## config.mk

```make
export PLATFORM = sky130hd
export DESIGN_NAME = multi_source_min_max_avg_aggregator_top
export DESIGN_NICKNAME = d
export VERILOG_FILES = /design/src/hdl/msagg_pkg.sv /design/src/hdl/msagg_fifo.sv /design/src/hdl/msagg_front.sv /design/src/hdl/msagg_back.sv /design/src/hdl/multi_source_min_max_avg_aggregator_top.sv
export SDC_FILE = /design/constraint.sdc
export NUM_CORES = 1
export LEC_CHECK = 0
export BUFFER_PORTS_ARGS = -buffer_cell sky130_fd_sc_hd__buf_2
export CAP_MARGIN = 15
export CORE_MARGIN = 2
export CORE_UTILIZATION = 55
export DETAILED_ROUTE_END_ITERATION = 8
export GPL_TIMING_DRIVEN = 0
export PLACE_DENSITY_LB_ADDON = 0.08
export SLEW_MARGIN = 10
export SYNTH_ARGS = -nofsm -noshare
export SYNTH_HDL_FRONTEND = slang
export SYNTH_SLANG_ARGS = --single-unit
```

## constraint.sdc

```tcl
create_clock -name clk -period 6.5 [get_ports clk]
set_input_delay 1.3 -clock clk [delete_from_list [all_inputs] [get_ports clk]]
set_output_delay 1.3 -clock clk [all_outputs]
set_load 0.01 [all_outputs]
```

## src/hdl/msagg_pkg.sv

```systemverilog
`default_nettype none
package msagg_pkg;

	localparam int unsigned STAMP_W       = 32;
	localparam int unsigned SAMPLE_W      = 32;
	localparam int unsigned METHOD_W      = 2;
	localparam int unsigned REQ_W         = 5;
	localparam int unsigned CFG_DATA_W    = 5;
	localparam int unsigned CFG_INDEX_W   = 1;
	localparam int unsigned MAX_SOURCES_DEF = 16;
	localparam int unsigned QUEUE_DEPTH   = 2;

	localparam logic [METHOD_W-1:0] RED_AVG = 2'd0;
	localparam logic [METHOD_W-1:0] RED_MIN = 2'd1;
	localparam logic [METHOD_W-1:0] RED_MAX = 2'd2;

	localparam logic [CFG_INDEX_W-1:0] CFG_METHOD   = 1'd0;
	localparam logic [CFG_INDEX_W-1:0] CFG_REQUIRED = 1'd1;

	localparam logic [REQ_W-1:0] REQ_RESET = 5'd1;

	typedef struct packed {
		logic [METHOD_W-1:0] method;
		logic [REQ_W-1:0]    required_count;
	} cfg_t;

endpackage
`default_nettype wire

```

## src/hdl/msagg_fifo.sv

```systemverilog
`default_nettype none
module msagg_fifo #(
	parameter int unsigned WIDTH = 8,
	parameter int unsigned DEPTH = 2
) (
	input  wire logic             clk,
	input  wire logic             arst_n,
	input  wire logic             push,
	input  wire logic [WIDTH-1:0] wdata,
	input  wire logic             pop,
	output logic      [WIDTH-1:0] rdata,
	output logic                  full,
	output logic                  empty
);
	localparam int unsigned AW = (DEPTH > 1) ? $clog2(DEPTH) : 1;
	localparam int unsigned CW = $clog2(DEPTH + 1);

	logic [WIDTH-1:0] mem_q [DEPTH];
	logic [AW-1:0]    wr_ptr_q;
	logic [AW-1:0]    rd_ptr_q;
	logic [CW-1:0]    count_q;
	logic             do_push;
	logic             do_pop;

	assign full    = (count_q == CW'(DEPTH));
	assign empty   = (count_q == '0);
	assign do_push = push & ~full;
	assign do_pop  = pop & ~empty;
	assign rdata   = mem_q[rd_ptr_q];

	always_ff @(posedge clk) begin
		if (do_push) begin
			mem_q[wr_ptr_q] <= wdata;
		end
	end

	always_ff @(posedge clk or negedge arst_n) begin
		if (!arst_n) begin
			wr_ptr_q <= '0;
			rd_ptr_q <= '0;
			count_q  <= '0;
		end else begin
			if (do_push) begin
				wr_ptr_q <= (wr_ptr_q == AW'(DEPTH - 1)) ? '0 : wr_ptr_q + 1'b1;
			end
			if (do_pop) begin
				rd_ptr_q <= (rd_ptr_q == AW'(DEPTH - 1)) ? '0 : rd_ptr_q + 1'b1;
			end
			if (do_push && !do_pop) begin
				count_q <= count_q + 1'b1;
			end else if (do_pop && !do_push) begin
				count_q <= count_q - 1'b1;
			end
		end
	end
endmodule
`default_nettype wire

```

## src/hdl/msagg_front.sv

```systemverilog
`default_nettype none
module msagg_front #(
	parameter int unsigned MAX_SOURCES = 16,
	parameter int unsigned CNT_W       = 5,
	parameter int unsigned SUM_W       = 37,
	parameter int unsigned REC_W       = 108
) (
	input  wire logic                              clk,
	input  wire logic                              arst_n,
	input  wire msagg_pkg::cfg_t                   cfg,
	input  wire logic                              in_valid,
	output logic                                   in_stall,
	input  wire logic [msagg_pkg::STAMP_W-1:0]     stamp,
	input  wire logic signed [msagg_pkg::SAMPLE_W-1:0] sample,
	input  wire logic                              usable,
	input  wire logic                              last_source,
	input  wire logic                              fifo_full,
	output logic                                   push,
	output logic [REC_W-1:0]                       rec
);
	import msagg_pkg::*;

	localparam int unsigned CMP_W = (CNT_W > REQ_W) ? CNT_W : REQ_W;
	localparam logic [CNT_W-1:0] MAX_CNT = CNT_W'(MAX_SOURCES);

	logic signed [SUM_W-1:0]    sum_q, sum_nx, sum_e;
	logic signed [SAMPLE_W-1:0] min_q, max_q, min_nx, max_nx, min_e, max_e;
	logic [CNT_W-1:0]           cnt_q, cnt_e;
	logic                       accept, take, first;
	logic [REQ_W-1:0]           need;
	logic                       quorum, is_min, is_max;
	logic signed [SAMPLE_W-1:0] value;

	assign in_stall = fifo_full;
	assign accept   = in_valid & ~fifo_full;
	assign take     = accept & usable & (cnt_q < MAX_CNT);
	assign first    = (cnt_q == '0);

	always_comb begin
		sum_nx = sum_q + SUM_W'(sample);
		min_nx = (first || sample < min_q) ? sample : min_q;
		max_nx = (first || sample > max_q) ? sample : max_q;
		sum_e  = take ? sum_nx : sum_q;
		min_e  = take ? min_nx : min_q;
		max_e  = take ? max_nx : max_q;
		cnt_e  = take ? cnt_q + 1'b1 : cnt_q;
	end

	// quorum and method are settled at the closing word
	always_comb begin
		need   = (cfg.required_count == '0) ? REQ_W'(1) : cfg.required_count;
		quorum = (cnt_e != '0) && (CMP_W'(cnt_e) >= CMP_W'(need));
		is_min = (cfg.method == RED_MIN);
		is_max = (cfg.method == RED_MAX);
		value  = '0;
		if (quorum && is_min) begin
			value = min_e;
		end else if (quorum && is_max) begin
			value = max_e;
		end
	end

	assign push = accept & last_source;
	assign rec  = {stamp, sum_e, cnt_e, value, quorum, quorum & ~is_min & ~is_max};

	always_ff @(posedge clk or negedge arst_n) begin
		if (!arst_n) begin
			sum_q <= '0;
			min_q <= '0;
			max_q <= '0;
			cnt_q <= '0;
		end else if (push) begin
			sum_q <= '0;
			min_q <= '0;
			max_q <= '0;
			cnt_q <= '0;
		end else if (take) begin
			sum_q <= sum_nx;
			min_q <= min_nx;
			max_q <= max_nx;
			cnt_q <= cnt_e;
		end
	end
endmodule
`default_nettype wire

```

## src/hdl/msagg_back.sv

```systemverilog
`default_nettype none
module msagg_back #(
	parameter int unsigned CNT_W = 5,
	parameter int unsigned SUM_W = 37,
	parameter int unsigned REC_W = 108
) (
	input  wire logic                              clk,
	input  wire logic                              arst_n,
	input  wire logic [REC_W-1:0]                  rec,
	input  wire logic                              fifo_empty,
	output logic                                   pop,
	output logic                                   out_valid,
	input  wire logic                              out_stall,
	output logic [msagg_pkg::STAMP_W-1:0]          out_stamp,
	output logic signed [msagg_pkg::SAMPLE_W-1:0]  aggregate,
	output logic                                   aggregate_valid
);
	import msagg_pkg::*;

	localparam int unsigned STEP_W = $clog2(SUM_W + 1);
	localparam logic [1:0] ST_IDLE = 2'd0;
	localparam logic [1:0] ST_DIV  = 2'd1;
	localparam logic [1:0] ST_WAIT = 2'd2;

	logic [STAMP_W-1:0]         r_stamp;
	logic signed [SUM_W-1:0]    r_sum;
	logic [CNT_W-1:0]           r_cnt;
	logic signed [SAMPLE_W-1:0] r_value;
	logic                       r_valid, r_div;

	logic [1:0]           state_q;
	logic [STEP_W-1:0]    step_q;
	logic [SUM_W-1:0]     mag_q;
	logic [CNT_W-1:0]     rem_q, div_q;
	logic                 neg_q;
	logic [STAMP_W-1:0]   stamp_q;
	logic                 out_valid_q;
	logic [STAMP_W-1:0]   out_stamp_q;
	logic [SAMPLE_W-1:0]  aggregate_q;
	logic                 aggregate_valid_q;

	logic               out_free;
	logic [CNT_W:0]     rem_sh, rem_sub;
	logic               ge;
	logic [SAMPLE_W-1:0] quo;

	assign {r_stamp, r_sum, r_cnt, r_value, r_valid, r_div} = rec;

	assign out_free = ~out_valid_q | ~out_stall;
	assign pop      = (state_q == ST_IDLE) & ~fifo_empty & out_free;

	// restoring divide of the sum magnitude, one quotient bit per cycle
	assign rem_sh  = {rem_q, mag_q[SUM_W-1]};
	assign ge      = (rem_sh >= {1'b0, div_q});
	assign rem_sub = ge ? rem_sh - {1'b0, div_q} : rem_sh;
	assign quo     = mag_q[SAMPLE_W-1:0];

	always_ff @(posedge clk) begin
		if (pop && r_div) begin
			stamp_q <= r_stamp;
			neg_q   <= r_sum[SUM_W-1];
			mag_q   <= r_sum[SUM_W-1] ? SUM_W'(-r_sum) : SUM_W'(r_sum);
			div_q   <= r_cnt;
			rem_q   <= '0;
		end else if (state_q == ST_DIV) begin
			mag_q <= {mag_q[SUM_W-2:0], ge};
			rem_q <= rem_sub[CNT_W-1:0];
		end
		if (pop && !r_div) begin
			out_stamp_q       <= r_stamp;
			aggregate_q       <= r_value;
			aggregate_valid_q <= r_valid;
		end else if (state_q == ST_WAIT && out_free) begin
			out_stamp_q       <= stamp_q;
			aggregate_q       <= neg_q ? -quo : quo;
			aggregate_valid_q <= 1'b1;
		end
	end

	always_ff @(posedge clk or negedge arst_n) begin
		if (!arst_n) begin
			state_q     <= ST_IDLE;
			step_q      <= '0;
			out_valid_q <= 1'b0;
		end else begin
			case (state_q)
				ST_IDLE: begin
					if (pop && r_div) begin
						state_q <= ST_DIV;
						step_q  <= STEP_W'(SUM_W);
					end
				end
				ST_DIV: begin
					step_q <= step_q - 1'b1;
					if (step_q == STEP_W'(1)) begin
						state_q <= ST_WAIT;
					end
				end
				ST_WAIT: begin
					if (out_free) begin
						state_q <= ST_IDLE;
					end
				end
				default: begin
					state_q <= ST_IDLE;
				end
			endcase
			if ((pop && !r_div) || (state_q == ST_WAIT && out_free)) begin
				out_valid_q <= 1'b1;
			end else if (!out_stall) begin
				out_valid_q <= 1'b0;
			end
		end
	end

	assign out_valid       = out_valid_q;
	assign out_stamp       = out_stamp_q;
	assign aggregate       = aggregate_q;
	assign aggregate_valid = aggregate_valid_q;
endmodule
`default_nettype wire

```

## src/hdl/multi_source_min_max_avg_aggregator_top.sv

```systemverilog
// a min or max result goes through the group queue and the output register, an average
// also through the SUM_W-bit divider (SUM_W = 32 + clog2(MAX_SOURCES+1), 37 at 16)
// throughput: one input word per cycle while in_stall is low; the back part takes no new
// group while its bit-serial divider runs; a 2-entry group queue parts front and back
// reset: asynchronous, clears the group state, the queue and out_valid; method = average,
// required_count = 1
`default_nettype none
module multi_source_min_max_avg_aggregator_top #(
	parameter int unsigned MAX_SOURCES = msagg_pkg::MAX_SOURCES_DEF
) (
	input  wire logic                                   clk,
	input  wire logic                                   arst_n,
	input  wire logic                                   cfg_we,
	input  wire logic [msagg_pkg::CFG_INDEX_W-1:0]      cfg_index,
	input  wire logic [msagg_pkg::CFG_DATA_W-1:0]       cfg_data,
	input  wire logic                                   in_valid,
	output logic                                        in_stall,
	input  wire logic [msagg_pkg::STAMP_W-1:0]          stamp,
	input  wire logic signed [msagg_pkg::SAMPLE_W-1:0]  sample,
	input  wire logic                                   usable,
	input  wire logic                                   last_source,
	output logic                                        out_valid,
	input  wire logic                                   out_stall,
	output logic [msagg_pkg::STAMP_W-1:0]               out_stamp,
	output logic signed [msagg_pkg::SAMPLE_W-1:0]       aggregate,
	output logic                                        aggregate_valid
);
	import msagg_pkg::*;

	localparam int unsigned CNT_W = $clog2(MAX_SOURCES + 1);
	localparam int unsigned SUM_W = SAMPLE_W + CNT_W;
	localparam int unsigned REC_W = STAMP_W + SUM_W + CNT_W + SAMPLE_W + 2;

	cfg_t             cfg_q;
	logic             fifo_full, fifo_empty, push, pop;
	logic [REC_W-1:0] rec_in, rec_out;

	always_ff @(posedge clk or negedge arst_n) begin
		if (!arst_n) begin
			cfg_q.method         <= RED_AVG;
			cfg_q.required_count <= REQ_RESET;
		end else if (cfg_we) begin
			case (cfg_index)
				CFG_METHOD:   cfg_q.method         <= cfg_data[METHOD_W-1:0];
				CFG_REQUIRED: cfg_q.required_count <= cfg_data[REQ_W-1:0];
				default:      cfg_q                <= cfg_q;
			endcase
		end
	end

	msagg_front #(
		.MAX_SOURCES(MAX_SOURCES),
		.CNT_W(CNT_W),
		.SUM_W(SUM_W),
		.REC_W(REC_W)
	) u_front (
		.clk(clk),
		.arst_n(arst_n),
		.cfg(cfg_q),
		.in_valid(in_valid),
		.in_stall(in_stall),
		.stamp(stamp),
		.sample(sample),
		.usable(usable),
		.last_source(last_source),
		.fifo_full(fifo_full),
		.push(push),
		.rec(rec_in)
	);

	msagg_fifo #(
		.WIDTH(REC_W),
		.DEPTH(QUEUE_DEPTH)
	) u_fifo (
		.clk(clk),
		.arst_n(arst_n),
		.push(push),
		.wdata(rec_in),
		.pop(pop),
		.rdata(rec_out),
		.full(fifo_full),
		.empty(fifo_empty)
	);

	msagg_back #(
		.CNT_W(CNT_W),
		.SUM_W(SUM_W),
		.REC_W(REC_W)
	) u_back (
		.clk(clk),
		.arst_n(arst_n),
		.rec(rec_out),
		.fifo_empty(fifo_empty),
		.pop(pop),
		.out_valid(out_valid),
		.out_stall(out_stall),
		.out_stamp(out_stamp),
		.aggregate(aggregate),
		.aggregate_valid(aggregate_valid)
	);
endmodule
`default_nettype wire

```

Word level (Yosys, flattened, before mapping)
Memories as Yosys holds them, arrays and structs flattened.
Index checks and enable logic that the tools add are counted.
- register bits after elaboration: 271
- RAM bits: 216
- bits of input ports: 77
- output and inout bits: 67
- memories: 1
- add/subtract/negate cells: 10
- order comparisons: 5
- equality and inequality tests: 10
- mux-type cells: 39
- bitwise gates (word level): 18
- reductions and logical operators: 28
- memory list (name ; depth ; width ; read ports ; clocked after Yosys merged registers in ; write ports ; line ; text):
    u_fifo.mem_q ; 2 ; 108 ; 1 ; 0 ; 1 ; msagg_fifo.sv:18 ; logic [WIDTH-1:0] mem_q [DEPTH];
- operators by type and width (cell ; count):
    32-bit two-way mux ; 13
    37-bit two-way mux ; 5
    37-bit by 32-bit adder with 37-bit output ; 1
    37-bit negation ; 1
    32-bit > comparator ; 1
    32-bit less-than comparator ; 1
    32-bit negation ; 1
    5-bit two-way mux ; 5
    6-bit case mux with 2 select lines ; 1
    1-bit AND ; 10
    5-bit zero test ; 2
    2-bit two-way mux ; 5
    2-bit nonzero test ; 5
    1-bit logical AND ; 8
    1-bit two-way mux ; 8
    1-bit NOT ; 7
    2-bit == test, second input constant ; 3
    6-bit by 1-bit == test with 1-bit output, second input constant ; 1
    6-bit by 5-bit greater-or-equal comparator with 1-bit output ; 1
    6-bit two-way mux ; 1
    2-bit case mux with 3 select lines ; 1
    2-bit AND reduction ; 3
    6-bit by 1-bit subtractor with 6-bit output, second input constant ; 1
    5-bit by 1-bit adder with 5-bit output, second input constant ; 1
    other kinds (15) ; 24

Logic depth before layout (Yosys ltp)
Gate-level depths: netlist (run 1).
- word-level depth: 11
- mapped depth: 15
- gate-level depth less buffers: 14

Cells and area by module
A second synthesis (run 1) with hierarchy kept.
- cells, all modules: 2085
- area total of the unflattened synthesis: 24711.2 µm²
- modules (own cells, without submodules) (module ; times used ; cells an instance ; area an instance (µm²)):
    msagg_front ; 1 ; 1008 ; 8687.1
    msagg_fifo ; 1 ; 355 ; 8015.2
    msagg_back ; 1 ; 706 ; 7741.2
    multi_source_min_max_avg_aggregator_top ; 1 ; 16 ; 267.8

Worst setup path before layout (run 1)
Ideal clock, no wire load.
- path kind: input -> register
- from: input in_valid
- to: memory u_fifo.mem_q[0][0] (netlist bit), enable pin
- library setup time: 0.576 ns
- arrival time: 6.346 ns
- data required time: 5.924 ns
- setup slack: -0.422 ns
- cell stages on the path: 5
- cells stage by stage: and2_1 nand2_1 clkbuf_1 clkbuf_1 nor2_1
- cells in the longest elaborated chain, start to end: 5
- RTL lines (item ; line ; text):
    start: declaration ; multi_source_min_max_avg_aggregator_top.sv:16 ; input wire logic in_valid,
    1-bit AND ; msagg_front.sv:35 ; assign accept = in_valid & ~fifo_full;
    1-bit AND ; msagg_front.sv:63 ; assign push = accept & last_source;
    1-bit AND ; msagg_fifo.sv:27 ; assign do_push = push & ~full;
    1-bit two-way mux ; msagg_fifo.sv:32 ; if (do_push) begin
    1-bit two-way mux (implied by the code) ; msagg_fifo.sv:33 ; mem_q[wr_ptr_q] <= wdata;
    end: declaration ; msagg_fifo.sv:18 ;
Every way passes these cells.

Worst setup path in the final report (run 1)
- from: register u_fifo.rd_ptr_q
- to: register u_back.mag_q[36] (data pin)
- cells in the longest elaborated chain, start to end: 4
- RTL lines (item ; line ; text):
    start: declaration ; msagg_fifo.sv:20 ; logic [AW-1:0] rd_ptr_q;
    start signal: assignment ; msagg_fifo.sv:47 ; rd_ptr_q <= (rd_ptr_q == AW'(DEPTH - 1)) ? '0 : rd_ptr_q + 1'b1;
    memory 2 x 108 bit * ; n/a ;
    37-bit negation ; msagg_back.sv:62 ; mag_q <= r_sum[SUM_W-1] ? SUM_W'(-r_sum) : SUM_W'(r_sum);
    37-bit two-way mux ; msagg_back.sv:62 ;
    37-bit two-way mux * ; msagg_back.sv:59 ; if (pop && r_div) begin
    end signal: assignment ; msagg_back.sv:62 ;
    end signal: assignment ; msagg_back.sv:66 ; mag_q <= {mag_q[SUM_W-2:0], ge};
    end: declaration ; msagg_back.sv:33 ; logic [SUM_W-1:0] mag_q;
Every way passes the cells marked *; elsewhere a longest branch is shown, timed or not.
A chain may end at the register's enable or synchronous reset.

==> impl_metrics.ini, run 1 <==
[clock_tree]
clockBufferDepth = 3
post_cts_buffers = 0
cts.sink_count = 487
h-tree-depth = 2
clkLatencyLatePin_ns = 0.59
cts_tree = yes
numCtsBuffers = 51
holdBufCountCts = 0
ctsResizeCount = 0
path_clk_slew_ns = 0.06
cts-root-buf = clkbuf_16

[finish]
final_cell_mix = edfxtp_1 (356), nand2_1 (250), buf_2 (143)
n_antenna_cell = 0
syn_to_final_growth_pct = 14.2
fin_nets = 2455
drive_gt1_share_pct = 13.3
num-fill-cells = 3419
seqCellArea_um2 = 13900
layout_commonest_cell = edfxtp_1
multi_input_area_um2 = 9430

[die]
die_h_um = 213
start_util_pct = 55.7
die-area_um2 = 45400
io_pins = 144
die_w_um = 213
core_um2 = 43200
num_rows = 76

[synth]
syn_inst = 2053
ys_ff_latch = 487
synthDistinctLibCells = 67
async_flop_share_pct = 25.9
syn_area_um2 = 24100
synth_nets = 2248
ys.warnings.count = 0
synth_edf_count = 356
ys_seq_area_share_pct = 58.0
yosys_most_used_dff = edfxtp_1
syn_area_per_cell_um2 = 11.7

[hold_path]
hold_class = reg -> reg

[placement]
dp_hpwl_um = 45100
routabilityCongestion = 0.944
port_buffers = 143

[critical_path]
crit_top_cell = clkbuf_1
critical-path-slowest-cell = nor4_1
crit_fanout = 10
crit_family = buffers and inverters
worstSetupPathType = reg -> reg
cp.arrival_ns = 6.11
critPathRequiredTime_ns = 6.91
crit_chain = clkbuf_1 > clkbuf_1 > buf_2 > buf_1 > mux2i_1 > ha_1 > o221ai_1 > nor4_1 > nand2_1 > nor3_1 > nor2b_1 > nand4_1 > o21ai_0
start_kind = register
cp_slowest_stage_delay_ns = 0.76
critPathCaptureType = register
critical_path_buf_inv_count = 4

[global_routing]
grt_pass1_vias = 16400
grt_use_total_pct = 27.1
grt_overflow = 0
grt_max_degree = 79
grt_pass1_wl_um = 92700
antenna_found_initial = 3

[detailed_routing]
drt-initial-drc-count = 1413
route.vias.total = 16700
via_per_inst = 5.78
drt_drc_violations_left = 0
routedWlPerCell_um = 21.0
drt-total-wl_um = 60500
firstDrtPassIters = 5
ant_nets = 0

[timing]
slew_headroom_pct = 33.1
slew_viol_final = 0
post-route-period-util_pct = 87.7
fmax_ghz = 0.175
fin_crit_ns = 5.70
worst_pin_slew_ns = 0.996
rsz0062_at_grt = false
whs_ns = 0.481
final_hold_viol_count = 0
fin_setup_tns_ns = 0
setup_viol_count_final = 0
fin_worst_skew_ns = 0.0122

[power_and_ir_drop]
max-vdd-ir-drop_uv = 265
p_per_area_nw_per_um2 = 462
leakage_nw = 11.2
fin_total_pwr_w = 0.0127

[run_status]
outcome = finished, final reports clean

[run]
drv_cap = 0
==> where the power goes <==
part           total (W)  leakage (nW)  switching, W  internal [W]
logic            0.00481          5.41       0.00299       0.00182
clock network    0.00292         0.807       0.00121       0.00171
registers        0.00497          5.00      0.000466       0.00450
total             0.0127          11.2       0.00466       0.00803
==> worst reg2reg max path, stage by stage (launching register included) <==
cell	delay, ns
dfrtp_1	0.38
clkbuf_1	0.55
clkbuf_1	0.53
buf_2	0.39
buf_1	0.67
mux2i_1	0.34
ha_1	0.24
o221ai_1	0.22
nor4_1	0.76
nand2_1	0.17
nor3_1	0.37
nor2b_1	0.37
nand4_1	0.24
o21ai_0	0.31
==> kinds of logic after synthesis <==
family / after synthesis / synth area share (%)
XOR/XNOR: 100 / 3.64
adder cells (fa/ha/maj): 118 / 6.20
flip-flops: 487 / 58.0
AND/OR/NAND/NOR: 566 / 10.8
multiplexers: 184 / 7.96
AO/OA/AOI/OAI: 410 / 10.5
buffers and inverters: 188 / 2.94
==> registers in the layout, indices dropped and copies added (netlist names), 6 cells and up <==
| name | count |
|---|---|
| u_back.stamp_q | 32 |
| u_back.aggregate | 32 |
| cfg_q | 7 |
| u_front.max_q | 32 |
| u_back.out_stamp | 32 |
| u_front.min_q | 32 |
| u_back.mag_q | 37 |
| u_fifo.mem_q | 216 |
| u_front.sum_q | 37 |
| u_back.step_q | 6 |
==> layer usage <==
layer  GRT usage (%)  part of all wire [%]  vias up  routed length, µm
met5               0                 0.021        -                 13
met4            9.36                   3.2        2               1920
met3            4.32                   6.0      114               3650
met2            43.5                    46      519              28000
met1            37.6                    45     8154              27000
li1                -                     -     7892                  -
==> layout make-up <==
type                       instances  area share, %
tap                              585           2.66
buffer                            83           1.14
timing repair buffer             154           3.55
clock inverter                    25          0.989
clock buffer                      71           5.11
inverter                         105           1.43
sequential                       487           50.8
multi-input combinational       1378           34.3
==> worst paths after layout <==
| path | slack (ns) | depth (start not counted) | startpoint | to |
|---|---|---|---|---|
| max in group asynchronous | 5.03 | 2 | arst_n | u_front.sum_q[34] |
| worst max register to register | 0.80 | 13 | u_fifo.rd_ptr_q | u_back.mag_q[36] |
| worst min register to register | 0.48 | 1 | u_back.step_q[5] | u_back.step_q[5] |
| min in group asynchronous | 0.66 | 1 | arst_n | u_front.min_q[10] |
| worst max-delay path | 0.80 | 13 | u_fifo.rd_ptr_q | u_back.mag_q[36] |
| worst min-delay path | 0.48 | 1 | u_back.step_q[5] | u_back.step_q[5] |
==> through the flow <==
stage | utilization, % | cell area (µm²) | worst slack (ns) | std cells
2_1_floorplan | - | 24100 | 1.40 | 2053
3_3_place_gp | 59.1 | 25500 | -0.963 | 2781
3_5_place_dp | 59.7 | 25800 | 0.730 | 2792
4_1_cts | 63.6 | 27500 | 0.705 | 2888
5_1_grt | 63.6 | 27500 | 0.371 | 2888
6_report | 63.6 | 27500 | 0.801 | 2888
==> cell usage after synthesis, drive strengths merged, types with 49 or more instances <==
cell,count,area (µm²)
inv,105,394
nand2,252,946
edfxtp,356,10700
a21oi,126,631
xor2,51,447
dfrtp,125,3130
xnor2,49,429
ha,116,1450
o21ai,110,551
mux2i,126,1260
mux2,58,653
clkbuf,67,251
nor2,139,522
No activity file was read; power rests on OpenSTA's default activity.
==> run 2, diff against run 1 <==
--- a/config.mk
+++ b/config.mk
@@ -6,13 +6,14 @@
 export NUM_CORES = 1
 export LEC_CHECK = 0
 export BUFFER_PORTS_ARGS = -buffer_cell sky130_fd_sc_hd__buf_2
-export CAP_MARGIN = 15
+export CAP_MARGIN = 20
 export CORE_MARGIN = 2
-export CORE_UTILIZATION = 55
+export CORE_UTILIZATION = 56
 export DETAILED_ROUTE_END_ITERATION = 8
 export GPL_TIMING_DRIVEN = 0
 export PLACE_DENSITY_LB_ADDON = 0.08
 export SLEW_MARGIN = 10
 export SYNTH_ARGS = -nofsm -noshare
 export SYNTH_HDL_FRONTEND = slang
+export SYNTH_HIERARCHICAL = 1
 export SYNTH_SLANG_ARGS = --single-unit
==> run 2 against run 1 <==
  * Fmax increased by 22%
  * First-iteration DRC count decreased by 4.0%
  * Critical path depth increased by 5
  * Die area increased by 0.87%
  * Sequential power about the same
  * Sequential cell count unchanged
  * Worst setup slack improved by 1.0 ns
  * Clock skew increased by 0.0084 ns
  * Final area increased by 2.2%
  * Wire length decreased by 2.9%
  * Register-to-register slack improved by 1.0 ns
  * Non-clock buffer count increased by 2
  * Critical endpoint is now u_fifo/mem_q[1][16]
  * Highest routed layer is now met4
==> impl_metrics.ini, run 2 <==
[timing]
slew_viol_final = 0
post-route-period-util_pct = 71.9
whs_ns = 0.490
fmax_ghz = 0.214
fin_ws_ns = 1.83
fin_worst_skew_ns = 0.0206
rsz0062_at_grt = false
worst_pin_slew_ns = 0.895
fin_crit_ns = 4.67
setup_viol_count_final = 0
slew_headroom_pct = 40.1
final_hold_viol_count = 0

[clock_tree]
cts.sink_count = 487
post_cts_buffers = 0
path_clk_slew_ns = 0.06
holdBufCountCts = 0
clockBufferDepth = 3
ctsResizeCount = 0
cts_tree = yes
h-tree-depth = 2
clkLatencyLatePin_ns = 0.60
cts-root-buf = clkbuf_16
numCtsBuffers = 51

[critical_path]
crit_fanout = 10
critPathRequiredTime_ns = 6.80
cp_slowest_stage_delay_ns = 0.59
r2r_cells = 18
critical-path-slowest-cell = o22ai_1
crit_chain = nand2b_1 > inv_1 > nor2b_1 > and3b_1 > clkbuf_1 > buf_2 > nand2_1 > o21ai_1 > ha_1 > a21oi_1 > nor2b_1 > o21ai_0 > nand2b_1 > a21oi_1 > a31oi_1 > nand2_1 > clkbuf_1 > o22ai_1
worstSetupPathType = reg -> reg
start_kind = register
critPathCaptureType = register
cp.arrival_ns = 4.97

[synth]
synth_top_area_share_pct = 43.3
ys_top_cells_by_area = edfxtp_1 (43%), dfrtp_1 (13%), ha_1 (5.9%)
ys.warnings.count = 6
syn_inst = 2085
syn_area_um2 = 24700
synth_nets = 2280
syn_area_per_cell_um2 = 11.9
synth_common_cells = edfxtp_1 (356), nand2_1 (261), nor2_1 (127), o21ai_0 (127), dfrtp_1 (125)
ys_seq_area_share_pct = 56.4
synth_edf_count = 356
ys_ff_latch = 487
synth_most_common_cell = edfxtp_1
async_flop_share_pct = 25.9
synthDistinctLibCells = 83
yosys_most_used_dff = edfxtp_1
yosys.area.top_type = edfxtp_1

[finish]
n_antenna_cell = 0
num-fill-cells = 3383
drive_gt1_share_pct = 18.5
reg_top3 = u_fifo/mem_q: 216 flops, u_back/mag_q: 37 flops, u_front/sum_q: 37 flops
final_cell_mix = edfxtp_1 (356), nand2_1 (260), buf_2 (132)
layout_commonest_cell = edfxtp_1
largest_register = u_fifo/mem_q
syn_to_final_growth_pct = 13.5
largest_register_ff_count = 216
fin_nets = 2454

[power_and_ir_drop]
max-vdd-ir-drop_uv = 294
p_per_area_nw_per_um2 = 464
leakage_nw = 11.4

[die]
start_util_pct = 57.0
die_w_um = 214
die-area_um2 = 45800
io_pins = 144
num_rows = 76
die_h_um = 214
core_um2 = 43400

[placement]
port_buffers = 111
routabilityCongestion = 0.905
preCtsSetupSlack_ns = 1.31
dp_hpwl_um = 44200

[detailed_routing]
drt_drc_violations_left = 0
routedWlPerCell_um = 20.4
route.vias.total = 16600
drt-total-wl_um = 58800
drt-initial-drc-count = 1356
firstDrtPassIters = 5
ant_nets = 0
via_per_inst = 5.74

[global_routing]
grt_use_total_pct = 25.6
antenna_found_initial = 2
grt_overflow = 0
grt_max_degree = 69
grt_pass1_vias = 16500
grt_pass1_wl_um = 92000

[hold_path]
hold_class = reg -> reg
hold_path_depth = 1

[run_status]
outcome = finished, final reports clean

[run]
drv_cap = 0
-- run 2: changes by cell type after synthesis, sizes merged, moves of 16 or more --
cell	delta
mux2i	-53
xnor2	-26
mux2	+67
nand3	+16
o41ai	+19
xor2	+28
o21ai	+34
a21oi	-50
buf	+49
-- run 2: area by class of cell --
type                    count  area (µm²)  area share [%]
flip-flops and latches    487       13900            49.7
multi-input cells        1369        9730            34.7
clock buffers              58        1330            4.75
repair buffers            121         792            2.82
well taps                 585         732            2.61
plain buffers             118         647            2.31
clock inverters            36         464            1.65
inverters                 111         417            1.48
-- run 2: cells by family (layout without fill, tap and decap cells) --
logic type / count (synthesis) / count (layout) / synth area share, %
simple gates: 565 / 565 / 10.8
buf+inv: 229 / 444 / 4.30
compound gates: 386 / 386 / 10.0
fa+ha+maj: 118 / 118 / 6.04
flops: 487 / 487 / 56.4
mux: 198 / 198 / 8.82
xor+xnor: 102 / 102 / 3.62
-- run 2: report_power, final --
group	switching, W	total (W)	internal (W)
combinational	0.00297	0.00493	0.00196
clock	0.00122	0.00310	0.00188
sequential	0.000483	0.00499	0.00451
-- run 2: per-layer routing --
layer	global-route usage, %	wire (µm)	vias to the layer above
met1	35.7	26500	8110
li1	-	-	7897
met3	2.78	2760	91
met2	42.7	28100	459
met4	7.75	1460	0
met5	0	0	-
-- run 2: stage by stage --
stage,instance area [µm²],util [%],setup TNS (ns),std cells,power (W)
global route,28100,64.7,0,2885,0.0138
detailed placement,26300,60.6,0,2791,0.00993
floorplan,24700,-,0,2085,0.00852
global placement,26000,60.0,-225.52,2781,0.00973
finish,28100,64.7,0,2885,0.0130
CTS,28100,64.7,0,2885,0.0131
-- run 2: path summary, 6_finish.rpt --
| kind | start | endpoint | slack, ns |
|---|---|---|---|
| setup / recovery | u_fifo/count_q[0] | u_fifo/mem_q[1][16] | 1.83 |
| hold / removal | cfg_q[1] | cfg_q[1] | 0.49 |
| setup reg to reg | u_fifo/count_q[0] | u_fifo/mem_q[1][16] | 1.83 |
| hold reg to reg | cfg_q[1] | cfg_q[1] | 0.49 |
| max in group asynchronous | arst_n | cfg_q[0] | 5.01 |
| min in group asynchronous | arst_n | u_front/min_q[4] | 0.68 |
-- run 2: critical path, delay by kind of cell (launching register included) --
family | cells | cell delay, ns
and+or+nand+nor | 7 | 1.27
buffers and inverters | 4 | 0.97
adders and majority gates | 1 | 0.24
AOI/OAI and AO/OA | 6 | 1.47
DFF | 1 | 0.43
